File: src/rtl/wpf_pkg.sv
// Package with shared types and constants for the waypoint follower.
`timescale 1ns / 1ps
`default_nettype none
package wpf_pkg;

   localparam logic [1:0] CMD_TICK = 2'd0;
   localparam logic [1:0] CMD_LOAD = 2'd1;
   localparam logic [1:0] CMD_SETPOS = 2'd2;

   localparam logic [1:0] OP_TICK = 2'd0;
   localparam logic [1:0] OP_LOAD = 2'd1;
   localparam logic [1:0] OP_SETPOS = 2'd2;
   localparam logic [1:0] OP_NOP = 2'd3;

   localparam logic [1:0] CSR_STEP_TIME = 2'd0;
   localparam logic [1:0] CSR_SPEED = 2'd1;
   localparam logic [1:0] CSR_WP_COUNT = 2'd2;

   localparam logic [15:0] STEP_TIME_RST = 16'd655;
   localparam logic [23:0] SPEED_RST = 24'd65536;

   localparam int DT_BITS = 16;
   localparam int SQRT_STEPS = 25;
   localparam int DIV_STEPS = 24;
   localparam logic [39:0] FINE_MUL = 40'd1000;
   localparam logic [39:0] NEAR_MUL = 40'd10;

   typedef struct packed {
      logic [1:0] op;
      logic [4:0] entry_index;
      logic signed [23:0] coord_x;
      logic signed [23:0] coord_y;
      logic signed [23:0] coord_z;
   } item_type;

endpackage
`default_nettype wire

File: src/rtl/wpf_front.sv
// Front end: accepts requests, decodes them and holds them in a two-entry queue.
`timescale 1ns / 1ps
`default_nettype none
module wpf_front #(
   parameter int MAX_WAYPOINTS = 32
) (
   input  wire logic              clock,
   input  wire logic              reset,
   input  wire logic              req_valid,
   output logic                   req_ready,
   input  wire logic [1:0]        req_command,
   input  wire logic [4:0]        req_entry_index,
   input  wire logic signed [23:0] req_coord_x,
   input  wire logic signed [23:0] req_coord_y,
   input  wire logic signed [23:0] req_coord_z,
   output logic                   q_valid,
   input  wire logic              q_ready,
   output wpf_pkg::item_type      q_item
);

   wpf_pkg::item_type slot_ff [2];
   wpf_pkg::item_type new_item;
   logic wr_ptr_ff, wr_ptr_in;
   logic rd_ptr_ff, rd_ptr_in;
   logic [1:0] cnt_ff, cnt_in;
   logic push, pop;

   always_comb begin
      new_item.entry_index = req_entry_index;
      new_item.coord_x = req_coord_x;
      new_item.coord_y = req_coord_y;
      new_item.coord_z = req_coord_z;
      case (req_command)
         wpf_pkg::CMD_TICK: new_item.op = wpf_pkg::OP_TICK;
         wpf_pkg::CMD_LOAD: new_item.op =
            (32'(req_entry_index) < MAX_WAYPOINTS) ? wpf_pkg::OP_LOAD : wpf_pkg::OP_NOP;
         wpf_pkg::CMD_SETPOS: new_item.op = wpf_pkg::OP_SETPOS;
         default: new_item.op = wpf_pkg::OP_NOP;
      endcase
   end

   assign req_ready = (cnt_ff != 2'd2);
   assign q_valid = (cnt_ff != 2'd0);
   assign q_item = slot_ff[rd_ptr_ff];
   assign push = req_valid && req_ready;
   assign pop = q_valid && q_ready;

   always_comb begin
      wr_ptr_in = push ? !wr_ptr_ff : wr_ptr_ff;
      rd_ptr_in = pop ? !rd_ptr_ff : rd_ptr_ff;
      cnt_in = cnt_ff + 2'(push) - 2'(pop);
   end

   always_ff @(posedge clock) begin
      if (reset) begin
         wr_ptr_ff <= 1'b0;
         rd_ptr_ff <= 1'b0;
         cnt_ff <= 2'd0;
      end else begin
         wr_ptr_ff <= wr_ptr_in;
         rd_ptr_ff <= rd_ptr_in;
         cnt_ff <= cnt_in;
      end
   end

   always_ff @(posedge clock) begin
      if (push) begin
         slot_ff[wr_ptr_ff] <= new_item;
      end
   end

endmodule
`default_nettype wire

File: config.mk
export PLATFORM = sky130hd
export DESIGN_NAME = wpf_front
export DESIGN_NICKNAME = d
export VERILOG_FILES = /design/src/rtl/wpf_pkg.sv /design/src/rtl/wpf_front.sv
export SDC_FILE = /design/constraint.sdc
export NUM_CORES = 1
export LEC_CHECK = 0
export ABC_AREA = 1
export BUFFER_PORTS_ARGS = -buffer_cell sky130_fd_sc_hd__buf_2
export CAP_MARGIN = 20
export CORE_MARGIN = 2
export CORE_UTILIZATION = 46
export CTS_BUF_LIST = sky130_fd_sc_hd__clkbuf_8
export DETAILED_ROUTE_END_ITERATION = 8
export PLACE_DENSITY = 0.76
export SLEW_MARGIN = 5
export SYNTH_ARGS = -nofsm -noshare
export SYNTH_HDL_FRONTEND = slang
export SYNTH_SLANG_ARGS = --single-unit
File: constraint.sdc
create_clock -name clock -period 5.7 [get_ports clock]
set_clock_uncertainty 0.1 [all_clocks]
set_input_delay 0.57 -clock clock [delete_from_list [all_inputs] [get_ports clock]]
set_output_delay 0.57 -clock clock [all_outputs]
set_load 0.01 [all_outputs]
==> results of run 1 <==
==> stage by stage <==
step	worst slack [ns]	hold slack (ns)	utilization	area, um2
after floorplan	1.056	0.3669	-	5978
after global placement	2.803	0.3809	0.5502	6972
after detailed placement	2.734	0.3841	0.5502	6972
after CTS	2.821	0.1825	0.5787	7332
after global routing	2.865	0.1796	0.5834	7392
final	2.991	0.2166	0.5834	7392
==> metal layers <==
metal,part of all wire,track usage
met2,0.51,0.2533
met5,0,0
met3,0.074,0.06008
met1,0.40,0.1753
met4,0.021,0.07229
==> Yosys cell counts <==
master,instances,area [um2]
sky130_fd_sc_hd__ha_1,1,12.51
sky130_fd_sc_hd__mux2_4,10,150.1
sky130_fd_sc_hd__edfxtp_1,158,4745
sky130_fd_sc_hd__clkbuf_1,2,7.510
sky130_fd_sc_hd__a21oi_1,2,10.01
sky130_fd_sc_hd__mux2_2,69,777.0
sky130_fd_sc_hd__xnor2_1,1,8.760
sky130_fd_sc_hd__buf_6,3,33.78
sky130_fd_sc_hd__nor3_1,1,5.000
sky130_fd_sc_hd__inv_1,8,30.03
sky130_fd_sc_hd__dfxtp_1,5,100.1
sky130_fd_sc_hd__nand2_1,8,30.03
sky130_fd_sc_hd__buf_2,6,30.03
sky130_fd_sc_hd__nand3_1,1,5.000
sky130_fd_sc_hd__nor2_1,9,33.78
==> area by class of cell <==
type | count | area (um2)
timing repair buffer | 168 | 890.9
clock buffer | 17 | 234.0
sequential | 163 | 4848
inverter | 8 | 30.03
fill | 982 | 5279
tap | 172 | 215.2
clock inverter | 15 | 126.4
multi-input combinational | 102 | 1047
==> worst paths after layout <==
path,cells after the start,slack (ns),to,from
setup / recovery,3,2.99,q_item[78],flop
hold / removal,1,0.22,slot_ff[0][42],req_coord_y[18]
setup reg to reg,6,3.40,slot_ff[0][35],cnt_ff[0]
hold reg to reg,2,0.41,flop,rd_ptr_ff
==> kinds of logic after synthesis <==
| group | after synthesis | synth area share |
|---|---|---|
| flip-flops | 163 | 0.8104 |
| multiplexers | 79 | 0.1551 |
| buffers and inverters | 19 | 0.01695 |
| AND/OR/NAND/NOR | 19 | 0.01235 |
| AO/OA/AOI/OAI | 2 | 0.001674 |
| XOR/XNOR | 1 | 0.001465 |
| adder cells (fa/ha/maj) | 1 | 0.002093 |
==> sequential cells by signal, summed over array words and instances, names as in the netlist, named ones only <==
register / flops
cnt_ff: 2
rd_ptr_ff: 1
slot_ff: 158
wr_ptr_ff: 1
==> power groups by stage <==
stage | Combinational, mW | Clock (mW) | Sequential [mW]
5_1_grt | 0.811 | 0.829 | 1.61
6_report | 0.748 | 0.755 | 1.60
2_1_floorplan | 0.506 | 0 | 1.59
4_1_cts | 0.711 | 0.783 | 1.64
3_3_place_gp | 0.696 | 0 | 1.65
3_5_place_dp | 0.708 | 0 | 1.66
==> placed cells by master, fill, tap and decap left out, drive strengths merged <==
cell,n
clkinvlp,2
buf,168
clkbuf,17
nand3,1
nand2,8
inv,11
ha,1
bufinv,2
nor3,1
xnor2,1
clkinv,8
dfxtp,5
a21oi,2
mux2,79
edfxtp,158
nor2,9
==> results.md, run 1 <==
- Counting both buffers and inverters, the worst setup path holds a total of 2.
- The number of iterations in the first detailed-routing pass is 5.
- The upper clock frequency limit is 369.2 MHz.
- The critical path's top delay family is flip-flops.
- The time the final worst path needs with I/O delays and setup is 2.709 ns.
- The switching part of the total power is 0.2711.
- The arrival time at the worst endpoint is 2.04 ns.
- The CTS tree is built.
- The cell area after technology mapping is 0.005978 mm2.
- The final sum of negative setup slack is 0 ns.
- For this run, design rule violations remaining after detail routing come to 0.
- The power per cell area is between 400 and 500 mW/mm2.
- The number of buffers inserted by hold repair at cts is 0.
- The cell with the largest stage delay on the worst path is sky130_fd_sc_hd__dfxtp_4.
- The kind of launch point of the worst setup path is a flop.
- The layout overhead on the synthesized area is 23.65%.
- The share of total power dissipated in combinational logic is 0.241.
- Of the available clock period, the critical path in the final layout requires 0.4752.
- The clock drives roughly 160 sinks.
- The DRC violation total after the first TritonRoute iteration is 148.
- The detailed placer's ending HPWL is 6685 um.
- The highest cell delay on the worst timing path is 0.72 ns.
- The number of placement rows is 41.
- The placed cell count is between 600 and 700.
- For this run, the total global-route usage over all layers was measured as 0.1533.
- Counting every net in the synthesized netlist gives 368.
- The number of nets in the layout is 544.
- The kind of capture point of the worst setup path is an output pin.
- 164 I/O pins were placed.
- The first-pass GRT wire length is around 16,000 um.
- The total number of yosys warnings is 0.
- Setup violations remaining at the end of the flow were counted as 0.
- At the later pin of the worst-skew pair, clock insertion delay measures around 0.43 ns.
- In this run, CTS created clock tree buffers numbering 17.
- In this run, post-CTS repair resized a total of 0 instances.
- The die covers 0.01392 mm2.
- The share of total power dissipated in sequential elements is 0.515.
- The count of cells in the finished layout, fillers not included, comes to roughly 650.
- The initial utilization of the core area, before any placement, comes to 0.4718.
- Counting every instance in the synthesized netlist gives 284.
- The wire length after detailed routing is 10,320 um.
- The number of buffers inserted by post-CTS setup repair is 0.
- The congestion estimate from routability-driven global placement came to 0.6938.
- The synthesized area per cell is around 21 um2.
- Entering global routing, the biggest net connects 80 pins.
- Setup repair after global routing left no endpoint under its margin.
- The class of the tightest hold or removal check is input port to flop.
- The critical path data required time is 5.03 ns.
- The ratio of cells with drive above 1 in the final layout is 0.5835.
- The remaining antenna violation count after routing is 0.
- For this design the total switching power over the nets is 0.8399 mW.
- The relative slew slack is 0.5985.
- The die extent in x is 118 um.
- In this run the static leakage power is 2.794 nW.
- The portion of total power attributed to the clock network is 0.244.
- Walking the worst path, the cells encountered are buf_12 -> mux2_2 -> buf_2.
- The diode insertion count for antenna repair is 0.
- The die boundary height is ~120 um.
- The cell internal power dissipation is between 2 and 2.5 mW.
- The overflow left after global routing is 0.
- The tool flagged a number of max-cap violations equal to 0.
- In the routed layout, each cell is associated on average with a via count of 4.752.
- In the final routed layout, each cell accounts on average for 16.00 um.
- The final count of hold timing violations is 0.
- The number of max-slew violations in the final report is 0.
- The design draws 3.098 mW.
- Clock-pin slew was measured on the worst setup and hold paths at 0.08 ns.
- The initial antenna violation count is 0.
- The number of different library cells used by synthesis comes to 15.
- The flow ran to the end, and the final reports show no timing, DRC or antenna violations.
- The worst-path maximum fanout is 42.
- After floorplanning, the core was sized to cover 0.01267 mm2.
- Detailed routing inserted a total of approximately 3,000 vias.
- The H-tree depth reported by CTS is 4.
- The number of synthesized register bits is 163.
- The via count of the first global-routing pass is 3,332.
- The sequential share of the synthesized area is 0.8104.
- The setup path with the least slack is of type flop to output pin.
- The root buffer cell is sky130_fd_sc_hd__clkbuf_8.
- No sink is reached through more buffers than the 2 on the longest clock path.
- The maximum vdd drop is 0.0002758 V.
- The measured slew at the worst slew-check pin is 0.6022 ns.
- Buffers placed on the I/O ports in this run total 163.
No activity file was read; power rests on OpenSTA's default activity.
==> run 2: changes to the inputs <==
==> constraint.sdc (replaced) <==
create_clock -name clock -period 2.6 [get_ports clock]
set_clock_uncertainty 0.1 [all_clocks]
set_input_delay 0.26 -clock clock [delete_from_list [all_inputs] [get_ports clock]]
set_output_delay 0.26 -clock clock [all_outputs]
set_load 0.01 [all_outputs]
==> run 2 against run 1 <==
  * Setup slack lost 2.7 ns
  * Total power grew 130%
  * Global-route usage grew 2.2 points
  * Non-clock buffer count grew 82
  * Combinational power grew 140%
  * Critical path depth is the same
  * Wire length grew 12%
  * Clock power grew 150%
  * Register-to-register slack lost 2.7 ns
  * Sequential share of layout area shrank 6.9 points
  * Worst hold slack lost 0.054 ns
  * Flip-flop and latch count is the same
  * Critical endpoint is now q_item[0]
  * Largest cell class unchanged
==> results.md, run 2 (synthesis gave the netlist of run 1 again) <==
- Across the run, the number of max-cap violations was 0.
- The placed instances occupy a cell area of 0.007039 mm2.
- Counting instances, the worst hold path has a depth of 5.
- The worst setup path is launched from a flop.
- During placement, the flow inserted port buffers numbering 163.
- The power per cell area is between 800 and 900 mW/mm2.
- For this run, the detailed router's first-pass iteration total came to 4.
- Of the total power, the clock network draws 0.260.
- No sink is reached through more buffers than the 2 on the longest clock path.
- Summed over all layers, the routed wires come to about 12,000 um.
- In this run the worst hold path is classified as input port to flop.
- The initial antenna violation count was 0.
- The count of nets left with antenna violations once routing finished came out at 0.
- Internal power comes to 5.090 mW.
- The worst path meets setup with between 0.3 and 0.4 ns of slack.
- The upper clock frequency limit is roughly 440 MHz.
- The number of buffers inserted by post-CTS setup repair is 0.
- The floorplan step set the die height to 118 um.
- The source of the worst register-to-register timing path is cnt_ff[0].
- Counting cells, the worst reg-to-reg path comes to 5.
- The number of setup violations in the final report is 0.
- The number of nets in the layout is 626.
- The final weighted congestion in routability-driven placement is 0.7006.
- The run finished with clean final reports.
- The kind of critical path is flop to output pin.
- The critical path's top delay family is flip-flops.
- The total DRC errors in the routed layout is 0.
- Detailed routing inserted a total of ~3,400 vias.
- After clock tree synthesis, the clock-pin slew on the worst setup and hold paths is 0.08 ns.
- The number of buffers inserted by hold repair at cts is 81.
- Traced cell by cell, the critical path runs through buf_12 -> mux2_2 -> buf_2.
- The switching part of the total power is 0.2834.
- Counting both buffers and inverters, the worst setup path holds a total of 2.
- The largest registers in the layout are slot_ff x158, cnt_ff x2.
- The arrival time at the worst endpoint is 1.93 ns.
- The end of the worst register-to-register path is slot_ff[0][48].
- At the pin with the least slew margin, the transition time is 0.6466 ns.
- For this run the aggregate overflow at the end of global routing stands at 0.
- 164 I/O pins were placed.
- The critical path data required time is 2.24 ns.
- The die extent in x is 118 um.
- Of all nets on the critical path, the largest fanout is 37.
- The tree is rooted in a sky130_fd_sc_hd__clkbuf_8.
- The slowest stage of the critical path is the sky130_fd_sc_hd__dfxtp_4 cell.
- The register-to-register setup slack is 0.69 ns.
- The floorplan step defined a die boundary enclosing 0.01392 mm2.
- Entering global routing, the biggest net connects 59 pins.
- The H-tree was split into 4 levels.
- The final count of hold timing violations is 0.
- The number of vias per cell after detailed routing is 4.708.
- The number of max-slew violations in the final report is 0.
- Setup repair after global routing left no endpoint under its margin.
- The post-route cell area is 0.008255 mm2.
- The share of total power in combinational logic is 0.248.
- The kind of capture point of the worst setup path is an output pin.
- Across the VDD grid, the largest voltage drop is approximately 0.00056 V.
- For the finished layout, the period the worst path requires is 2.286 ns.
- The ratio of cells with drive above 1 in the final layout is 0.5099.
- Summed over all nets, the switching power comes to 2.013 mW.
- The via count of the first global-routing pass is 3,756.
- After detailed routing, the average wire length per cell comes to 15.89 um.
- For this run, the slowest stage of the critical path takes 0.71 ns.
- TritonCTS built the clock tree.
- The most frequent standard cell in the layout excluding fill and tap cells is sky130_fd_sc_hd__buf_2.
- Summed over all nets, the half-perimeter wirelength after detailed placement is about 6700 um.
- The DRC violation total after the first TritonRoute iteration is 188.
- The layout overhead on the synthesized area is 38.09%.
- The share of the clock period used by the worst path is 0.8794.
- The diode insertion count for antenna repair is 0.
- The sink count of the clock tree is 163.
- The worst hold path startpoint is q_ready.
- The number of gates resized after CTS was 0.
- In the layout the commonest cells are sky130_fd_sc_hd__buf_2 (163), sky130_fd_sc_hd__edfxtp_1 (158), sky130_fd_sc_hd__dlygate4sd3_1 (81).
- For this design the static power due to leakage is ~3.1 nW.
- TritonCTS created 17 clock buffers.
- The number of placement rows is about 40.
- Clock latency on the worst-skew pair, taken at its later pin, is between 0.4 and 0.5 ns.
- The overall fraction of global-route tracks in use is 0.1753.
- The flip-flop count of the largest register after layout is 158.
- Timing analysis after detailed placement gives a worst setup slack of between 0.7 and 0.8 ns.
- The register with the most flip-flops in the final layout is slot_ff.
- The first-pass GRT wire length is 18,510 um.
- The starting density of the core is 0.4718.
- In this run the tightest slew margin relative to its limit is 0.5689.
- Counting the fill cells in the layout gives 881.
- The share of total power dissipated in sequential elements is 0.493.
- After floorplanning, the core was sized to cover 0.01267 mm2.
==> run 2: worst min-delay path, cell delays in order <==
cell                     delay (ns)
sky130_fd_sc_hd__buf_2         0.10
sky130_fd_sc_hd__inv_1         0.04
sky130_fd_sc_hd__nor2_1        0.09
sky130_fd_sc_hd__nor2_1        0.13
sky130_fd_sc_hd__nor2_1        0.06
==> run 2: power groups by stage <==
stage               Sequential [mW]  Combinational (mW)  Clock (mW)
floorplan                      3.47                1.11           0
global placement               3.54                1.64           0
detailed placement             3.56                1.67           0
CTS                            3.50                1.77        1.89
global route                   3.54                1.91        2.00
finish                         3.50                1.76        1.85
==> run 2: layout make-up <==
cell class	count	area (um2)	share of cell area
Tap cell	172	215.2	0.02607
Sequential cell	163	4848	0.5873
Inverter	8	30.03	0.003637
Clock inverter	15	171.4	0.02076
Timing Repair Buffer	250	1709	0.2070
Multi-Input combinational cell	102	1047	0.1269
Clock buffer	17	234.0	0.02834
==> run 2: worst max path at each step <==
stage,start,to,cells after the start
floorplan,cnt_ff[0],slot_ff[1][0],4
detailed placement,cnt_ff[0],slot_ff[0][56],5
global route,flop,q_item[6],3
CTS,flop,q_item[3],3
global placement,flop,q_item[4],3
finish,flop,q_item[0],3
==> run 2: metal layers <==
layer | global-route usage | routed length, um | part of all wire
met5 | 0 | 0 | 0
met4 | 0.06627 | 148 | 0.013
met3 | 0.06638 | 655 | 0.057
met2 | 0.3172 | 6279 | 0.54
met1 | 0.1839 | 4472 | 0.39
==> run 2: per-stage QoR <==
| stage | setup TNS (ns) | instances | utilization | power (mW) | hold slack [ns] |
|---|---|---|---|---|---|
| floorplan | -105.88 | 284 | - | 4.584 | 0.2312 |
| detailed placement | 0 | 614 | 0.5555 | 5.227 | 0.3516 |
| global placement | 0 | 614 | 0.5555 | 5.182 | 0.3469 |
| CTS | 0 | 727 | 0.6515 | 7.160 | 0.1319 |
| finish | 0 | 727 | 0.6515 | 7.103 | 0.1628 |
| global route | 0 | 727 | 0.6515 | 7.445 | 0.1979 |
==> run 3: changes to the inputs <==
--- a/config.mk
+++ b/config.mk
@@ -13,6 +13,7 @@
 export CTS_BUF_LIST = sky130_fd_sc_hd__clkbuf_8
 export DETAILED_ROUTE_END_ITERATION = 8
 export PLACE_DENSITY = 0.76
+export RECOVER_POWER = 100
 export SLEW_MARGIN = 5
 export SYNTH_ARGS = -nofsm -noshare
 export SYNTH_HDL_FRONTEND = slang
==> run 3 against run 2 <==
  * Utilization is 1.7 points lower
  * First-iteration DRC count stayed put
  * Wire length is 0.20% higher
  * Final cell count stayed put
  * Critical path type is now flop to flop
  * Largest power group unchanged
==> results.md, run 3 (synthesis gave the netlist of run 1 again) <==
- After the first detailed-routing iteration, the DRC count stood at ~190.
- The register ranked first by flip-flop count is slot_ff.
- For this run the aggregate overflow at the end of global routing stands at 0.
- The final count of hold timing violations was 0.
- The total DRC errors in the routed layout is 0.
- The placed cell count is 614.
- Detailed routing inserted a total of around 3,400 vias.
- The worst setup path is captured at a flop.
- Counting the buffers created by CTS gives 17.
- Power spread over the standard cell area amounts to just under 900 mW/mm2.
- The initial antenna violation count is 0.
- The flip-flop count of the largest register after layout is 158.
- The diode insertion count for antenna repair is 0.
- The worst-case hold slack is approximately 0.16 ns.
- Across the VDD grid, the largest voltage drop is roughly 0.00055 V.
- The via count of the first global-routing pass came to about 3,800.
- The sink count of the clock tree is 163.
- The share of total power in combinational logic is 0.232.
- The floorplan step set the die width to around 120 um.
- For this configuration, the core starts out at a cell density of 0.4718.
- Buffers placed on the I/O ports in this run total roughly 160.
- For this design the top-level I/O count stands at 164.
- Clock-pin slew was measured on the worst setup and hold paths at about 0.090 ns.
- The number of inserted filler cells in the final layout is 969.
- The H-tree depth reported by CTS is 4.
- The number of max-slew violations in the final report is 0.
- The insertion delay to the later sink of the worst-skew pair is roughly 0.45 ns.
- The portion of total power attributed to the clock network is 0.265.
- The switching power is just over 2 mW.
- The library cells used most frequently in the layout, excluding fill and tap cells, are sky130_fd_sc_hd__edfxtp_1 (158), sky130_fd_sc_hd__clkbuf_1 (132), sky130_fd_sc_hd__dlygate4sd3_1 (81).
- For the worst setup path, the data arrival time is 2.27 ns.
- The switching part of the total power is 0.2899.
- For this block, the routed nets add up to 11,580 um of wire.
- The analysis attributes to cell leakage a power of about 2.8 nW.
- The run finished with clean final reports.
- The non-filler instance count after layout is slightly above 700.
- The kind of critical path is flop to flop.
- The first global-routing pass estimated between 15,000 and 20,000 um of wire.
- The critical path's top delay family is buffers and inverters.
- Setup violations remaining at the end of the flow were counted as 0.
- The share of the clock period used by the worst path is 0.8857.
- In the global route stage, overall resource usage came out at 0.1753.
- The CTS tree is built.
- The final weighted congestion in routability-driven placement is 0.7006.
- Traced cell by cell, the critical path runs through inv_1 -> nand2_1 -> nand2_1 -> nor2_4 -> clkbuf_2.
- Of the total power, registers draw 0.503.
- Measured along the y axis, the die boundary spans 118 um.
- The internal portion of the total power is 4.952 mW.
- In this run the post-CTS setup repair buffer count came out at 0.
- The relative slew slack is 0.1482.
- The total die area is 0.01392 mm2.
- The average wire length per cell after detail routing is approximately 16 um.
- Setup repair after global routing left no endpoint under its margin.
- The kind of launch point of the worst setup path is a flop.
- Of all nets on the critical path, the largest fanout is 48.
- The net count of the finished layout is ~630.
- The number of placement rows is 41.
- The cell with the largest stage delay on the worst path is sky130_fd_sc_hd__clkbuf_2.
- The most frequent standard cell in the layout excluding fill and tap cells is sky130_fd_sc_hd__edfxtp_1.
- The critical path data required time is 2.56 ns.
- The measured slew at the worst slew-check pin is between 1 and 1.5 ns.
- The root buffer cell is sky130_fd_sc_hd__clkbuf_8.
- In the final layout, the share of cells above drive strength 1 is 0.2505.
- The first TritonRoute pass finished after 4 iterations.
- The highest cell delay on the worst timing path is 0.96 ns.
- The layout overhead on the synthesized area is 34.47%.
- The largest registers in the layout are slot_ff x158, cnt_ff x2.
- Across the run, the number of max-cap violations was 0.
- Counting along the longest clock path gives a buffer depth of 2.
- Timing would allow up to 434.2 MHz.
- The final sum of negative setup slack is 0 ns.
- The path class of the tightest hold or removal check is input port to flop.
- Summed over all nets, the half-perimeter wirelength after detailed placement is 6708 um.
- Among the stages of the critical path, the cell type that occurs most often is sky130_fd_sc_hd__nand2_1.
- Together, buffers and inverters on the worst path number 2.
- Entering global routing, the biggest net connects 59 pins.
- The placeable core region is about 0.013 mm2.
- The detail route stage leaves a number of antenna-violating nets equal to 0.
- The smallest clock period supported by the final layout is computed as around 2.3 ns.
- The number of vias per cell after detailed routing is about 4.7.
## run 3: cell count changes in the layout (fill, tap and decap cells not counted), sizes merged
cell	change
buf	-138
clkbuf	+138
## run 3: tightest hold or removal path, delay by kind of cell
kind | cells | cell delay (ns)
buffers and inverters | 2 | 0.14
AND/OR/NAND/NOR | 3 | 0.28
## run 3: power groups by stage
stage / logic (mW) / clock network (mW) / registers (mW)
final: 1.62 / 1.85 / 3.51
after floorplan: 1.11 / 0 / 3.47
after global routing: 1.75 / 2.00 / 3.55
after global placement: 1.64 / 0 / 3.54
after CTS: 1.77 / 1.89 / 3.50
after detailed placement: 1.67 / 0 / 3.56
## run 3: through the flow
step | instance area (um2) | utilization | total power [mW] | setup WS [ns]
finish | 8039 | 0.6344 | 6.975 | 0.2972
global route | 8039 | 0.6344 | 7.301 | 0.1133
CTS | 8255 | 0.6515 | 7.160 | 0.2650
detailed placement | 7039 | 0.5555 | 5.227 | 0.7015
global placement | 7039 | 0.5555 | 5.182 | 0.7681
floorplan | 5983 | - | 4.584 | -0.6765
## run 3: path summary, 6_finish.rpt
check,start,endpoint,slack (ns),cells past startpoint
setup / recovery,cnt_ff[0],slot_ff[0][48],0.30,5
hold / removal,q_ready,flop,0.16,5
setup reg to reg,cnt_ff[0],slot_ff[0][48],0.30,5
hold reg to reg,rd_ptr_ff,rd_ptr_ff,0.41,2
## run 3: repair_timing
item	4_1_cts	5_1_grt
endpoints found under the hold margin	163	0
gates resized for setup	0	0
hold buffers	81	0
## run 3: cell type report
type | instances | area, um2 | area share
Sequential cell | 163 | 4848 | 0.6031
Timing Repair Buffer | 250 | 1523 | 0.1894
Multi-Input combinational cell | 102 | 1017 | 0.1265
Clock buffer | 17 | 234.0 | 0.02911
Tap cell | 172 | 215.2 | 0.02677
Clock inverter | 15 | 171.4 | 0.02132
Inverter | 8 | 30.03 | 0.003735
## run 3: per-layer routing
layer | routed length, um | global-route usage | share of wire
met1 | 4521 | 0.1839 | 0.39
met2 | 6266 | 0.3172 | 0.54
met3 | 641 | 0.06638 | 0.055
met4 | 148 | 0.06627 | 0.013
met5 | 0 | 0 | 0
